$ cat src/hw/rtl/assert_macros.svh
// Assertion macros used by the top-level RTL of the mosaic packer.
`ifndef ASSERT_MACROS_SVH
`define ASSERT_MACROS_SVH
`ifndef SYNTHESIS
// Same-cycle implication, checked outside reset
`define ASSERT_IMPL(lbl, clk, rst_n, ante, cons) \
    lbl: assert property (@(posedge clk) disable iff (!rst_n) (ante) |-> (cons)) \
        else $error("implication check failed");
// Next-cycle implication, checked outside reset
`define ASSERT_NEXT(lbl, clk, rst_n, ante, cons) \
    lbl: assert property (@(posedge clk) disable iff (!rst_n) (ante) |=> (cons)) \
        else $error("next-cycle check failed");
`else
`define ASSERT_IMPL(lbl, clk, rst_n, ante, cons)
`define ASSERT_NEXT(lbl, clk, rst_n, ante, cons)
`endif
`endif

$ cat src/hw/rtl/bmp12_pkg.sv
// Package: types and constants of the Bayer mosaic 12-bit packer.
`timescale 1ns / 1ps
package bmp12_pkg;

    // Image limits
    localparam int MaxWidth  = 4096;
    localparam int MaxHeight = 3072;

    // Field and register widths
    localparam int ChanW   = 8;
    localparam int SampleW = 12;
    localparam int WidthW  = 13;
    localparam int HeightW = 12;
    localparam int PosW    = 12;
    localparam int CfgW    = 13;
    localparam int IdxW    = 1;

    // Register reset values
    localparam logic [WidthW-1:0]  RowWidthRst = WidthW'(2048);
    localparam logic [HeightW-1:0] RowTotalRst = HeightW'(1536);

    // Register indexes
    localparam logic [IdxW-1:0] RegRowWidth = 1'b0;
    localparam logic [IdxW-1:0] RegRowTotal = 1'b1;

    // Output byte queue
    localparam int QDepth  = 4;
    localparam int QPtrW   = $clog2(QDepth);
    localparam int QCntW   = $clog2(QDepth + 1);
    localparam int MaxBeats = 3;

    // One output beat
    typedef struct packed {
        logic [7:0] data;
        logic       last_of_run;
        logic       row_end;
        logic       frame_end;
    } t_beat;

endpackage

$ cat src/hw/rtl/bayer_mosaic_12bit_packer_top.sv
// Top level: RGGB mosaic sampler with 12-bit big-endian byte packing.
`timescale 1ns / 1ps
// Usage:
//   Pixel channel: i_valid / o_stall carry one RGB pixel per beat in raster order.
//   Byte channel:  o_valid / i_stall carry one packed byte per beat with its
//   last_of_run, row_end and frame_end flags.
//   Config: i_cfg_we writes i_cfg_data to register i_cfg_idx (0 row_width,
//   1 row_total); write only while no pixel is in flight.
// Queue: a pixel's bytes are registered into the byte queue when it is accepted.
// Throughput: a pixel that only fills the holding register is taken in any
//   cycle; a pixel that emits bytes needs room for three bytes in the 4-entry
//   byte queue, so pixels are taken while earlier bytes still drain; the
//   output port sends one byte per cycle while i_stall is low.
// Reset: position, held sample and queue clear; row_width = 2048,
//   row_total = 1536.
// Receiver stall: bytes wait in the queue with the head byte held steady;
//   once two or more bytes wait, o_stall rises for pixels that would emit bytes.
`include "assert_macros.svh"

module bayer_mosaic_12bit_packer_top (
    input  logic                          i_clk,
    input  logic                          i_rst_n,
    // config write port
    input  logic                          i_cfg_we,
    input  logic [bmp12_pkg::IdxW-1:0]    i_cfg_idx,
    input  logic [bmp12_pkg::CfgW-1:0]    i_cfg_data,
    // pixel channel
    input  logic                          i_valid,
    output logic                          o_stall,
    input  logic [bmp12_pkg::ChanW-1:0]   i_red,
    input  logic [bmp12_pkg::ChanW-1:0]   i_green,
    input  logic [bmp12_pkg::ChanW-1:0]   i_blue,
    // byte channel
    output logic                          o_valid,
    input  logic                          i_stall,
    output logic [7:0]                    o_out_byte,
    output logic                          o_last_of_run,
    output logic                          o_row_end,
    output logic                          o_frame_end
);

    // Config registers
    logic [bmp12_pkg::WidthW-1:0]  r_row_width;
    logic [bmp12_pkg::HeightW-1:0] r_row_total;

    always_ff @(posedge i_clk) begin
        if (!i_rst_n) begin
            r_row_width <= bmp12_pkg::RowWidthRst;
            r_row_total <= bmp12_pkg::RowTotalRst;
        end else if (i_cfg_we) begin
            case (i_cfg_idx)
                bmp12_pkg::RegRowWidth: r_row_width <= i_cfg_data;
                bmp12_pkg::RegRowTotal: r_row_total <= i_cfg_data[bmp12_pkg::HeightW-1:0];
                default: ;
            endcase
        end
    end

    // Saturated width and height in use
    logic [bmp12_pkg::WidthW-1:0] width_use;
    logic [bmp12_pkg::WidthW-1:0] height_use;

    always_comb begin
        if (r_row_width == '0)
            width_use = bmp12_pkg::WidthW'(1);
        else if (r_row_width > bmp12_pkg::WidthW'(bmp12_pkg::MaxWidth))
            width_use = bmp12_pkg::WidthW'(bmp12_pkg::MaxWidth);
        else
            width_use = r_row_width;

        if (r_row_total == '0)
            height_use = bmp12_pkg::WidthW'(1);
        else if (r_row_total > bmp12_pkg::HeightW'(bmp12_pkg::MaxHeight))
            height_use = bmp12_pkg::WidthW'(bmp12_pkg::MaxHeight);
        else
            height_use = {1'b0, r_row_total};
    end

    // Scan position and held sample
    logic [bmp12_pkg::PosW-1:0]    r_col;
    logic [bmp12_pkg::PosW-1:0]    r_row;
    logic [bmp12_pkg::SampleW-1:0] r_held;
    logic                          r_held_valid;

    logic row_last;
    logic frame_last;
    logic zero_out;
    logic in_acc;

    assign row_last   = ({1'b0, r_col} + bmp12_pkg::WidthW'(1)) >= width_use;
    assign frame_last = row_last && (({1'b0, r_row} + bmp12_pkg::WidthW'(1)) >= height_use);
    // pixel only fills the holding register
    assign zero_out   = !r_held_valid && !row_last;

    // Byte queue state
    bmp12_pkg::t_beat              r_q [bmp12_pkg::QDepth];
    logic [bmp12_pkg::QPtrW-1:0]   r_wr_ptr;
    logic [bmp12_pkg::QPtrW-1:0]   r_rd_ptr;
    logic [bmp12_pkg::QCntW-1:0]   r_count;

    assign o_stall = !(zero_out || (r_count <= bmp12_pkg::QCntW'(1)));
    assign in_acc  = i_valid && !o_stall;

    // Mosaic channel select and beat build
    logic [bmp12_pkg::ChanW-1:0]   chan;
    bmp12_pkg::t_beat              n_beats [bmp12_pkg::MaxBeats];
    logic [1:0]                    n_push;

    always_comb begin
        if (!r_row[0])
            chan = r_col[0] ? i_green : i_red;
        else
            chan = r_col[0] ? i_blue : i_green;

        for (int k = 0; k < bmp12_pkg::MaxBeats; k++) begin
            n_beats[k] = '0;
        end
        n_push = 2'd0;

        if (r_held_valid) begin
            n_beats[0].data        = r_held[11:4];
            n_beats[1].data        = {r_held[3:0], chan[7:4]};
            n_beats[2].data        = {chan[3:0], 4'b0000};
            n_beats[2].last_of_run = 1'b1;
            n_beats[2].row_end     = row_last;
            n_beats[2].frame_end   = frame_last;
            n_push                 = 2'd3;
        end else if (row_last) begin
            // lone sample at row end: two bytes
            n_beats[0].data        = {4'b0000, chan[7:4]};
            n_beats[1].data        = {chan[3:0], 4'b0000};
            n_beats[1].last_of_run = 1'b1;
            n_beats[1].row_end     = 1'b1;
            n_beats[1].frame_end   = frame_last;
            n_push                 = 2'd2;
        end
    end

    // Position and holding register update
    always_ff @(posedge i_clk) begin
        if (!i_rst_n) begin
            r_col        <= '0;
            r_row        <= '0;
            r_held       <= '0;
            r_held_valid <= 1'b0;
        end else if (in_acc) begin
            if (row_last) begin
                r_col        <= '0;
                r_row        <= frame_last ? '0 : r_row + bmp12_pkg::PosW'(1);
                r_held       <= '0;
                r_held_valid <= 1'b0;
            end else begin
                r_col <= r_col + bmp12_pkg::PosW'(1);
                if (r_held_valid) begin
                    r_held       <= '0;
                    r_held_valid <= 1'b0;
                end else begin
                    r_held       <= {chan, 4'b0000};
                    r_held_valid <= 1'b1;
                end
            end
        end
    end

    // Queue pointers and fill count
    logic                          out_acc;
    logic [1:0]                    push_n;

    assign out_acc = o_valid && !i_stall;
    assign push_n  = in_acc ? n_push : 2'd0;

    always_ff @(posedge i_clk) begin
        if (!i_rst_n) begin
            r_wr_ptr <= '0;
            r_rd_ptr <= '0;
            r_count  <= '0;
        end else begin
            r_wr_ptr <= r_wr_ptr + bmp12_pkg::QPtrW'(push_n);
            r_rd_ptr <= r_rd_ptr + bmp12_pkg::QPtrW'(out_acc);
            r_count  <= r_count + bmp12_pkg::QCntW'(push_n) - bmp12_pkg::QCntW'(out_acc);
        end
    end

    // Queue payload, no reset
    always_ff @(posedge i_clk) begin
        for (int k = 0; k < bmp12_pkg::MaxBeats; k++) begin
            if (bmp12_pkg::QCntW'(k) < bmp12_pkg::QCntW'(push_n))
                r_q[r_wr_ptr + bmp12_pkg::QPtrW'(k)] <= n_beats[k];
        end
    end

    // Head of queue drives the byte channel
    bmp12_pkg::t_beat head;
    assign head          = r_q[r_rd_ptr];
    assign o_valid       = (r_count != '0);
    assign o_out_byte    = head.data;
    assign o_last_of_run = head.last_of_run;
    assign o_row_end     = head.row_end;
    assign o_frame_end   = head.frame_end;

    // Checks
    `ASSERT_IMPL(a_q_bound, i_clk, i_rst_n, 1'b1, r_count <= bmp12_pkg::QCntW'(bmp12_pkg::QDepth))
    `ASSERT_IMPL(a_fend_flags, i_clk, i_rst_n, o_valid && o_frame_end, o_row_end && o_last_of_run)
    `ASSERT_NEXT(a_row_wrap, i_clk, i_rst_n, in_acc && row_last, r_col == '0 && !r_held_valid)
    `ASSERT_NEXT(a_pair_push, i_clk, i_rst_n, in_acc && r_held_valid, r_count >= bmp12_pkg::QCntW'(2))

endmodule
$ cat config.mk
export PLATFORM = sky130hd
export DESIGN_NAME = bayer_mosaic_12bit_packer_top
export DESIGN_NICKNAME = d
export VERILOG_FILES = /design/src/hw/rtl/bmp12_pkg.sv /design/src/hw/rtl/bayer_mosaic_12bit_packer_top.sv
export VERILOG_INCLUDE_DIRS = /design/src /design/src/hw/rtl
export SDC_FILE = /design/constraint.sdc
export NUM_CORES = 1
export LEC_CHECK = 0
export ABC_CLOCK_PERIOD_IN_PS = 6640
export BUFFER_PORTS_ARGS = -buffer_cell sky130_fd_sc_hd__buf_4
export CORE_MARGIN = 4
export CORE_UTILIZATION = 55
export CTS_BUF_LIST = sky130_fd_sc_hd__clkbuf_4 sky130_fd_sc_hd__clkbuf_8
export DETAILED_ROUTE_END_ITERATION = 10
export GPL_ROUTABILITY_DRIVEN = 0
export PLACE_DENSITY = 0.74
export SYNTH_ARGS = -nofsm -noshare
export SYNTH_HDL_FRONTEND = slang
export SYNTH_SLANG_ARGS = --single-unit
export TNS_END_PERCENT = 50
$ cat constraint.sdc
create_clock -name i_clk -period 6.64 [get_ports i_clk]
set_input_delay 0.332 -clock i_clk [delete_from_list [all_inputs] [get_ports i_clk]]
set_output_delay 0.332 -clock i_clk [all_outputs]
set_load 0.01 [all_outputs]
==> flow_metrics.env, run 1 <==
export IMPL_grt_pass1_vias=5413
export IMPL_cts_buffer_depth=2
export IMPL_hp_class="primary input to flop"
export IMPL_r2r_end="r_col[11]$_SDFFE_PN0N_"
export IMPL_cts_root_buf="clkbuf_8"
export IMPL_antennaDiodeCount=0
export IMPL_ys_warn_count=0
export IMPL_ys_seq_area_frac=0.378
export IMPL_layout_nets=836
export IMPL_antenna_found_initial=0
export IMPL_cts_tree="yes"
export IMPL_synth_edf_count=28
export IMPL_grt_ovfl_total=0
export IMPL_htreeDepth=3
export IMPL_worst_r2r_startpoint="r_col[1]$_SDFFE_PN0N_"
export IMPL_antenna_left=0
export IMPL_fp_dieH_um=117
export IMPL_clk_pin_slew_ns=0.10
export IMPL_io_pins=56
export IMPL_yosysUniqueCellTypes=67
export IMPL_drv_slew=0
export IMPL_finalSetupViolCount=0
export IMPL_skew_ns=0.00920
export IMPL_num_rows=39
export IMPL_postCtsHoldBufs=0
export IMPL_synth_nets=814
export IMPL_syn2layout_area_growth_pct=8.96
export IMPL_post_cts_buffers=0
export IMPL_synth_area_leader_cell="dfxtp_1"
export IMPL_critPathRequiredTime_ns=6.31
export IMPL_hold_violations=0
export IMPL_portBuffers=55
export IMPL_cts_sinks=109
export IMPL_viasPerCell=6.27
export IMPL_crit_type="flop to output pin"
export IMPL_die_area_um2=13700
export IMPL_synth_top_area_frac=0.249
export IMPL_setup_tns_ns=0
export IMPL_dpl_cell_area_um2=6900
export IMPL_rsz0062_at_grt="no"
export IMPL_whs_endpoint="r_row_width[11]$_SDFFE_PN1P_"
export IMPL_critPathCaptureType="output pin"
export IMPL_postSynthCellCount=738
export IMPL_r2r_cells=11
export IMPL_status="finished clean"
export IMPL_yosysMostFrequentCell="nand2_1"
export IMPL_clk_latency_ns=0.39
export IMPL_avgSynthCellArea_um2=8.83
export IMPL_min_from="i_cfg_data[11]"
export IMPL_crit_path_max_fanout=26
export IMPL_start_kind="flop"
export IMPL_place_hpwl_um=12100
export IMPL_synth_seq_cells=109
export IMPL_start_util=0.566
export IMPL_fp_dieW_um=117
export IMPL_route_detailed_drc=0
export IMPL_relSlewSlack=0.257
export IMPL_finalCriticalPeriod_ns=4.70
export IMPL_ys_async_sr_fraction=0
export IMPL_cts_buffers=9
export IMPL_synth_area_top_cells="dfxtp_1 (25%), edfxtp_1 (13%), nand2_1 (7.3%)"
export IMPL_synth_common_cells="nand2_1 (126), dfxtp_1 (81), a21oi_1 (48)"
export IMPL_grt_pass1_wl_um=26300
export IMPL_min_path_cells=3
export IMPL_ir_drop_mv=0.128
export IMPL_leakage_nw=2.73
export IMPL_r2r_slack_ns=2.08
export IMPL_wl_per_cell_um=18.0
export IMPL_core_um2=11500
export IMPL_totalWireLength_um=16400
export IMPL_worst_slew_pin_slew_ns=1.11
export IMPL_vias=5693
export IMPL_period_share=0.707
export IMPL_grt_total_usage=0.246
export IMPL_synth_area_um2=6520
export IMPL_cts_resized_gates=0
export IMPL_powerDensity_nw_per_um2=277
export IMPL_drive_gt1_frac=0.141
export IMPL_grt_max_degree=44
export IMPL_firstDrtPassIters=5
export IMPL_stdcell_area_um2=7100
export IMPL_max_freq_ghz=0.213
export IMPL_maxCapViolations=0
export IMPL_drt_initial_drc_count=483
export IMPL_cp_arrival_ns=4.36
export IMPL_ys_flop_type="dfxtp_1"
export IMPL_postLayoutCoreUtil=0.617
==> registers in the layout (all words and copies together), names as in the netlist <==
register / count
r_col: 12
r_row_width: 13
r_held_valid: 1
r_held: 8
r_wr_ptr: 2
r_count: 3
r_row_total: 12
r_q: 44
r_rd_ptr: 2
r_row: 12
==> power breakdown <==
group	total, mW	internal, mW	leakage, nW	switching, mW
Combinational	0.693	0.305	1.71	0.388
Sequential	0.855	0.764	0.915	0.0901
Clock	0.422	0.190	0.107	0.232
Total	1.97	1.26	2.73	0.710
==> metrics by stage <==
step           power, mW  std cells  hold slack [ns]  setup WS, ns
2_1_floorplan       1.35        738            0.436          3.04
3_3_place_gp        1.53        892            0.451          2.41
3_5_place_dp        1.56        892            0.454          2.19
4_1_cts             1.97        908            0.157          2.04
5_1_grt             2.08        908            0.182          1.56
6_report            1.97        908            0.173          1.94
==> layout make-up <==
| cell class | count | area [um2] |
|---|---|---|
| Clock inverter | 5 | 58.8 |
| Fill cell | 992 | 4410 |
| Multi-Input combinational cell | 555 | 3730 |
| Clock buffer | 11 | 145 |
| Inverter | 28 | 105 |
| Timing Repair Buffer | 57 | 428 |
| Sequential cell | 109 | 2460 |
| Tap cell | 143 | 179 |
==> cells by family (layout without fill, tap and decap cells) <==
| logic type | after synthesis | count (layout) | share of synthesized area |
|---|---|---|---|
| buf+inv | 74 | 101 | 0.0509 |
| fa+ha+maj | 33 | 33 | 0.0645 |
| xor+xnor | 24 | 24 | 0.0322 |
| mux | 35 | 35 | 0.0756 |
| simple gates | 293 | 293 | 0.213 |
| flops | 109 | 109 | 0.378 |
| compound gates | 170 | 170 | 0.186 |
==> critical path, stage by stage, from the launching register on <==
cell      delay (ns)
dfxtp_1         0.37
ha_1            0.23
nand3_1         0.21
nor3_1          0.52
nand3_1         0.16
xnor2_1         0.22
ha_1            0.28
and4_1          0.21
a221oi_2        0.39
and2_1          0.88
a21oi_1         0.27
buf_4           0.21
==> worst max-delay path by stage <==
stage | cells after the start | end | slack (ns) | from
2_1_floorplan | 14 | r_q[0][0]$_DFFE_PP_ | 3.04 | r_col[0]$_SDFFE_PN0N_
3_3_place_gp | 13 | r_col[9]$_SDFFE_PN0N_ | 2.41 | r_col[2]$_SDFFE_PN0N_
3_5_place_dp | 11 | r_col[11]$_SDFFE_PN0N_ | 2.19 | r_col[1]$_SDFFE_PN0N_
4_1_cts | 11 | o_stall | 2.04 | r_col[1]$_SDFFE_PN0N_
5_1_grt | 11 | o_stall | 1.56 | r_col[0]$_SDFFE_PN0N_
6_report | 11 | o_stall | 1.94 | r_col[1]$_SDFFE_PN0N_
==> routing by layer <==
layer | routed length, um | global-route usage | part of all wire | vias to the layer above
li1 | - | - | - | 2743
met1 | 6910 | 0.307 | 0.42 | 2701
met2 | 7900 | 0.418 | 0.48 | 213
met3 | 1050 | 0.0391 | 0.064 | 36
met4 | 495 | 0.115 | 0.030 | 0
met5 | 0 | 0 | 0 | -
==> cell usage in the layout, fill, tap and decap left out, drive strengths merged, types with 12 or more instances in the layout <==
master,instances
nor2,47
a21oi,48
ha,32
mux2i,20
dfxtp,81
a22o,12
o22ai,17
edfxtp,28
nor3,14
buf,57
inv,27
a22oi,19
xnor2,14
nand3,28
o21ai,15
and3,12
nand2,127
Note: power is estimated with default switching activity, not from simulation.
==> run 2, diff against run 1 <==
--- a/config.mk
+++ b/config.mk
@@ -6,7 +6,8 @@
 export SDC_FILE = /design/constraint.sdc
 export NUM_CORES = 1
 export LEC_CHECK = 0
-export ABC_CLOCK_PERIOD_IN_PS = 6640
+export ABC_AREA = 1
+export ABC_CLOCK_PERIOD_IN_PS = 4580
 export BUFFER_PORTS_ARGS = -buffer_cell sky130_fd_sc_hd__buf_4
 export CORE_MARGIN = 4
 export CORE_UTILIZATION = 55
==> constraint.sdc (replaced) <==
create_clock -name i_clk -period 4.58 [get_ports i_clk]
set_input_delay 0.229 -clock i_clk [delete_from_list [all_inputs] [get_ports i_clk]]
set_output_delay 0.229 -clock i_clk [all_outputs]
set_load 0.01 [all_outputs]
==> run 2 against run 1 <==
  * Final area is 0.32% lower
  * Non-clock buffer count is 4 higher
  * Core utilization is 0.33 points higher
  * Register-to-register slack got worse by 1.3 ns
  * Via count rose by 3.8%
  * Flip-flop and latch count unchanged
  * Critical path type is now flop to flop
  * Largest cell class unchanged
==> flow_metrics.env, run 2 <==
export IMPL_synth_area_top_cells="dfxtp_1 (25%), nand2_1 (14%), edfxtp_1 (13%)"
export IMPL_clk_latency_ns=0.39
export IMPL_reg_top3="r_q: 44 flops, r_row_width: 13 flops"
export IMPL_power_switching_mw=0.930
export IMPL_critPathCaptureType="flop"
export IMPL_relSlewSlack=0.554
export IMPL_avgSynthCellArea_um2=6.99
export IMPL_skew_ns=0.0113
export IMPL_ys_async_sr_fraction=0
export IMPL_drv_slew=0
export IMPL_p_comb_frac=0.322
export IMPL_ys_flop_type="dfxtp_1"
export IMPL_crit_buf_inv=3
export IMPL_finalCriticalPeriod_ns=3.79
export IMPL_synth_top_area_frac=0.253
export IMPL_totalWireLength_um=15400
export IMPL_ys_warn_count=0
export IMPL_whs_endpoint="r_row_total[9]$_SDFFE_PN1P_"
export IMPL_dp_slack_ns=0.843
export IMPL_synth_nets=992
export IMPL_grt_pass1_vias=5490
export IMPL_clk_pin_slew_ns=0.09
export IMPL_regMostFlops="r_q"
export IMPL_crit_type="flop to flop"
export IMPL_post_cts_buffers=0
export IMPL_vias=5908
export IMPL_num_rows=39
export IMPL_antennaDiodeCount=0
export IMPL_min_from="i_cfg_data[9]"
export IMPL_dpl_cell_area_um2=6870
export IMPL_core_um2=11400
export IMPL_leakage_nw=3.34
export IMPL_grt_max_degree=39
export IMPL_layout_nets=1028
export IMPL_critPathSlowestCell="nand2_1"
export IMPL_powerDensity_nw_per_um2=373
export IMPL_status="finished clean"
export IMPL_whs_ns=0.0667
export IMPL_antenna_found_initial=0
export IMPL_place_hpwl_um=11800
export IMPL_cts_sinks=109
export IMPL_synth_edf_count=28
export IMPL_cts_root_buf="clkbuf_8"
export IMPL_antenna_left=0
export IMPL_portBuffers=55
export IMPL_power_frac_clock=0.235
export IMPL_worst_r2r_startpoint="r_col[0]$_SDFFE_PN0N_"
export IMPL_drive_gt1_frac=0.104
export IMPL_critPathTopFamily="simple AND/OR/NAND/NOR gates"
export IMPL_ys_seq_area_frac=0.384
export IMPL_rsz0062_at_grt="no"
export IMPL_r2r_slack_ns=0.79
export IMPL_drt_initial_drc_count=421
export IMPL_crit_top_cell="nand2_1"
export IMPL_firstDrtPassIters=5
export IMPL_io_pins=56
export IMPL_layout_commonest_cell="nand2_1"
export IMPL_fp_dieW_um=116
export IMPL_critPathRequiredTime_ns=4.71
export IMPL_p_sw_frac=0.352
export IMPL_path_cells="buf_4, ha_1, nand2_1, inv_1, nand2_1, nor2_1, nand3_1, nor2_1, xor2_1, ha_1, nand2_1, nand2_1, a21oi_1, nand2_1, nor2_2, nand2_2, nand2_1, inv_1, nand2_1, nand3_1, nand3_1, o21ai_0"
export IMPL_stdcell_area_um2=7080
export IMPL_yosysUniqueCellTypes=40
export IMPL_cts_resized_gates=0
export IMPL_ir_drop_mv=0.267
export IMPL_hp_class="primary input to flop"
export IMPL_synth_common_cells="nand2_1 (237), nor2_1 (131), inv_1 (85)"
export IMPL_viasPerCell=5.37
export IMPL_setup_tns_ns=0
export IMPL_cts_tree="yes"
export IMPL_synth_area_leader_cell="dfxtp_1"
export IMPL_most_common_layout_cells="nand2_1 (237), nor2_1 (131), inv_1 (85)"
export IMPL_grt_ovfl_total=0
export IMPL_p_int_mw=1.71
export IMPL_p_total_mw=2.64
export IMPL_yosysMostFrequentCell="nand2_1"
export IMPL_route_detailed_drc=0
export IMPL_cts_buffers=9
export IMPL_cp_arrival_ns=3.91
export IMPL_r2r_end="r_q[2][7]$_DFFE_PP_"
export IMPL_grt_total_usage=0.240
export IMPL_synth_seq_cells=109
export IMPL_die_area_um2=13400
export IMPL_postSynthCellCount=916
export IMPL_fp_dieH_um=116
export IMPL_synth_area_um2=6410
export IMPL_min_path_cells=3
export IMPL_wl_per_cell_um=14.0
export IMPL_finalSetupViolCount=0
export IMPL_grt_pass1_wl_um=25900
export IMPL_max_stage_delay_ns=0.41
export IMPL_crit_path_max_fanout=20
export IMPL_largest_register_ffs=44
export IMPL_worst_slew_pin_slew_ns=0.667
export IMPL_seqPwrFrac=0.443
export IMPL_start_kind="flop"
export IMPL_maxCapViolations=0
export IMPL_cts_buffer_depth=2
export IMPL_syn2layout_area_growth_pct=10.5
export IMPL_start_util=0.561
export IMPL_postCtsHoldBufs=0
export IMPL_worst_slack_ns=0.794
export IMPL_hold_violations=0
export IMPL_max_freq_ghz=0.264
export IMPL_htreeDepth=3
export IMPL_r2r_cells=22
export IMPL_period_share=0.827
-- run 2: cell count changes after synthesis, sizes merged, moves of 11 or more --
cell,before,now
a22oi,19,0
inv,26,89
o221ai,11,0
and3,12,0
mux2i,20,0
nor2,47,140
mux4,11,0
nor2b,11,0
nand3,28,58
a22o,12,0
nand2,127,240
o21ai,15,74
-- run 2: power by group through the flow --
stage | registers [mW] | clock network (mW) | logic [mW]
floorplan | 1.16 | 0 | 0.600
global placement | 1.19 | 0 | 0.837
detailed placement | 1.19 | 0 | 0.851
CTS | 1.17 | 0.626 | 0.854
global route | 1.18 | 0.665 | 0.974
finish | 1.17 | 0.621 | 0.849
-- run 2: cells by family after synthesis --
kind of cell,count (synthesis),share of synthesized area
AO/OA/AOI/OAI,164,0.139
XOR/XNOR,17,0.0232
adder cells (fa/ha/maj),33,0.0656
buffers and inverters,128,0.0807
flip-flops,109,0.384
AND/OR/NAND/NOR,465,0.307
-- run 2: layout make-up --
type | instances | area, um2
clock buffer | 13 | 166
clock inverter | 3 | 43.8
fill | 1122 | 4340
inverter | 92 | 345
multi-input combinational | 679 | 3430
sequential | 109 | 2460
tap | 143 | 179
timing repair buffer | 61 | 458
-- run 2: layer usage --
metal | global-route usage | up-vias | wire length, um
met5 | 0 | - | 0
met4 | 0.0704 | 0 | 212
met3 | 0.0366 | 17 | 714
met2 | 0.402 | 136 | 7430
met1 | 0.324 | 2685 | 7030
li1 | - | 3070 | -
-- run 2: worst max path at each step --
stage,start,endpoint,slack (ns),depth (start not counted)
after floorplan,r_col[0]$_SDFFE_PN0N_,r_count[2]$_SDFF_PN0_,1.38,20
after global placement,r_col[0]$_SDFFE_PN0N_,r_q[0][0]$_DFFE_PP_,0.97,21
after detailed placement,r_col[0]$_SDFFE_PN0N_,r_q[2][7]$_DFFE_PP_,0.84,22
after CTS,r_col[0]$_SDFFE_PN0N_,r_q[2][7]$_DFFE_PP_,0.83,22
after global routing,r_col[0]$_SDFFE_PN0N_,r_q[2][7]$_DFFE_PP_,0.34,22
final,r_col[0]$_SDFFE_PN0N_,r_q[2][7]$_DFFE_PP_,0.79,22
-- run 2: worst reg2reg max path, cell delays in order, from the launching register on --
cell,delay (ns)
dfxtp_1,0.32
buf_4,0.21
ha_1,0.19
nand2_1,0.05
inv_1,0.07
nand2_1,0.08
nor2_1,0.17
nand3_1,0.15
nor2_1,0.14
xor2_1,0.21
ha_1,0.27
nand2_1,0.07
nand2_1,0.04
a21oi_1,0.11
nand2_1,0.07
nor2_2,0.16
nand2_2,0.20
nand2_1,0.42
inv_1,0.14
nand2_1,0.15
nand3_1,0.11
nand3_1,0.08
o21ai_0,0.10
-- run 2: metrics by stage --
step,std cells,utilization
after floorplan,916,-
after global placement,1084,0.602
after detailed placement,1084,0.602
after CTS,1100,0.620
after global routing,1100,0.620
final,1100,0.620
==> run 3, diff against run 2 <==
--- a/config.mk
+++ b/config.mk
@@ -7,7 +7,7 @@
 export NUM_CORES = 1
 export LEC_CHECK = 0
 export ABC_AREA = 1
-export ABC_CLOCK_PERIOD_IN_PS = 4580
+export ABC_CLOCK_PERIOD_IN_PS = 3500
 export BUFFER_PORTS_ARGS = -buffer_cell sky130_fd_sc_hd__buf_4
 export CORE_MARGIN = 4
 export CORE_UTILIZATION = 55
==> constraint.sdc (replaced) <==
create_clock -name i_clk -period 3.5 [get_ports i_clk]
set_input_delay 0.175 -clock i_clk [delete_from_list [all_inputs] [get_ports i_clk]]
set_output_delay 0.175 -clock i_clk [all_outputs]
set_load 0.01 [all_outputs]
==> run 3 against run 2 <==
  * First-iteration DRC count fell by 19%
  * Clock power rose by 22%
  * Largest power group unchanged
  * Die area did not move
==> flow_metrics.env, run 3 (synthesized netlist as in run 2, its figures left out) <==
export IMPL_grt_total_usage=0.241
export IMPL_crit_path_max_fanout=5
export IMPL_die_area_um2=13400
export IMPL_route_detailed_drc=0
export IMPL_leakage_nw=3.40
export IMPL_rsz0062_at_grt="yes"
export IMPL_syn2layout_area_growth_pct=13.5
export IMPL_htreeDepth=3
export IMPL_cts_sinks=109
export IMPL_num_rows=39
export IMPL_drive_gt1_frac=0.131
export IMPL_grt_pass1_wl_um=26100
export IMPL_totalWireLength_um=15500
export IMPL_regMostFlops="r_q"
export IMPL_critPathCaptureType="output pin"
export IMPL_cp_endpoint="o_stall"
export IMPL_layout_nets=1047
export IMPL_cts_buffer_depth=2
export IMPL_ir_drop_mv=0.404
export IMPL_finalCriticalPeriod_ns=3.30
export IMPL_grt_ovfl_total=0
export IMPL_largest_register_ffs=44
export IMPL_most_common_layout_cells="nand2_1 (235), nor2_1 (127), inv_1 (82)"
export IMPL_clk_pin_slew_ns=0.10
export IMPL_powerDensity_nw_per_um2=476
export IMPL_cts_buffers=9
export IMPL_portBuffers=55
export IMPL_cp_arrival_ns=3.13
export IMPL_critPathRequiredTime_ns=3.32
export IMPL_core_um2=11400
export IMPL_antenna_found_initial=0
export IMPL_worst_slew_pin_slew_ns=0.716
export IMPL_drt_initial_drc_count=343
export IMPL_cts_tree="yes"
export IMPL_io_pins=56
export IMPL_hold_violations=0
export IMPL_firstDrtPassIters=5
export IMPL_place_hpwl_um=11700
export IMPL_layout_commonest_cell="nand2_1"
export IMPL_drv_slew=0
export IMPL_clk_latency_ns=0.39
export IMPL_cts_root_buf="clkbuf_8"
export IMPL_maxCapViolations=0
export IMPL_start_kind="flop"
export IMPL_fp_dieH_um=116
export IMPL_period_share=0.944
export IMPL_r2r_cells=21
export IMPL_critPathLaunch="r_col[0]$_SDFFE_PN0N_"
export IMPL_antennaDiodeCount=0
export IMPL_vias=5979
export IMPL_r2r_slack_ns=0.20
export IMPL_start_util=0.561
export IMPL_wl_per_cell_um=13.9
export IMPL_r2r_end="r_count[2]$_SDFF_PN0_"
export IMPL_fill_cells=1055
export IMPL_max_freq_ghz=0.303
export IMPL_viasPerCell=5.34
export IMPL_antenna_left=0
export IMPL_worst_r2r_startpoint="r_col[0]$_SDFFE_PN0N_"
export IMPL_hp_class="primary input to flop"
export IMPL_crit_type="flop to output pin"
export IMPL_grt_pass1_vias=5468
export IMPL_fp_dieW_um=116
export IMPL_relSlewSlack=0.521
export IMPL_fin_cells=1119
export IMPL_finalSetupViolCount=0
export IMPL_grt_max_degree=39
export IMPL_status="finished clean"
export IMPL_placed_cells=1094
export IMPL_skew_ns=0.00781
export IMPL_reg_top3="r_q: 44 flops, r_row_width: 13 flops"
export IMPL_p_total_mw=3.46
run 3: cell count changes in the layout (fill, tap and decap cells not counted), sizes merged:
cell         before  now
dlygate4sd3       0    4
bufinv            1    0
clkbuf           13   11
inv              90   91
clkinv            4    3
clkinvlp          0    3
buf              61   76
run 3: how the worst min path moves through the flow:
stage / endpoint / startpoint / cells after the start / slack, ns
final: r_row_width[0]$_SDFFE_PN0P_ / i_cfg_data[0] / 3 / 0.01
after global routing: r_row_width[1]$_SDFFE_PN0P_ / i_cfg_data[1] / 3 / 0.007
after CTS: r_row_width[0]$_SDFFE_PN0P_ / i_cfg_data[0] / 3 / 0.000008
after detailed placement: r_row_width[11]$_SDFFE_PN1P_ / i_cfg_data[11] / 3 / 0.40
after global placement: r_row_total[9]$_SDFFE_PN1P_ / i_cfg_data[9] / 3 / 0.40
after floorplan: r_row_total[9]$_SDFFE_PN1P_ / i_cfg_data[9] / 2 / 0.29
run 3: per-stage QoR:
stage | hold WS (ns) | setup WS (ns) | setup TNS (ns) | utilization | area [um2]
finish | 0.0106 | 0.197 | 0 | 0.637 | 7270
global route | 0.00722 | -0.141 | -0.639 | 0.637 | 7270
CTS | 0.00000783 | 0.0430 | 0 | 0.629 | 7180
detailed placement | 0.403 | 0.0229 | 0 | 0.608 | 6950
global placement | 0.399 | 0.104 | 0 | 0.608 | 6950
floorplan | 0.288 | 0.298 | 0 | - | 6410
run 3: repair_timing:
item                                    4_1_cts  5_1_grt
endpoints found under the setup margin        1       74
setup buffers                                 0        5
cloned                                        0        0
resized for setup                             1       16
hold buffers                                  4        0
pin swaps                                     0        2
endpoints found under the hold margin         4        0
run 3: where the power goes:
group	leakage (nW)	switching (mW)	internal (mW)	total, mW
Clock	0.0944	0.451	0.306	0.756
Sequential	0.943	0.0921	1.43	1.53
Combinational	2.37	0.718	0.457	1.17
run 3: critical path: stages (launching register included):
cell and delay, ns:
dfxtp_2 0.37, ha_1 0.17, nand2_1 0.06, inv_1 0.07
nand2_1 0.11, nor2_4 0.16, nand3_2 0.11, nor2_2 0.11
xor2_1 0.20, ha_1 0.27, nand2_1 0.06, nand2_1 0.04
a21oi_1 0.12, nand2_1 0.08, nor2_2 0.17, nand3_4 0.14
buf_4 0.19, nand2_2 0.10, inv_1 0.08, buf_4 0.14
run 3: layout make-up:
cell class,count,area (um2),area share
Multi-Input combinational cell,679,3470,0.478
Sequential cell,109,2460,0.339
Timing Repair Buffer,80,611,0.0840
Inverter,92,349,0.0480
Tap cell,143,179,0.0246
Clock buffer,11,151,0.0208
Clock inverter,5,41.3,0.00568
run 3: routing by layer:
metal	GRT usage	up-vias	part of all wire
met5	0	-	0
met4	0.0882	0	0.023
met3	0.0454	29	0.050
met2	0.387	157	0.47
met1	0.326	2675	0.46
li1	-	3118	-
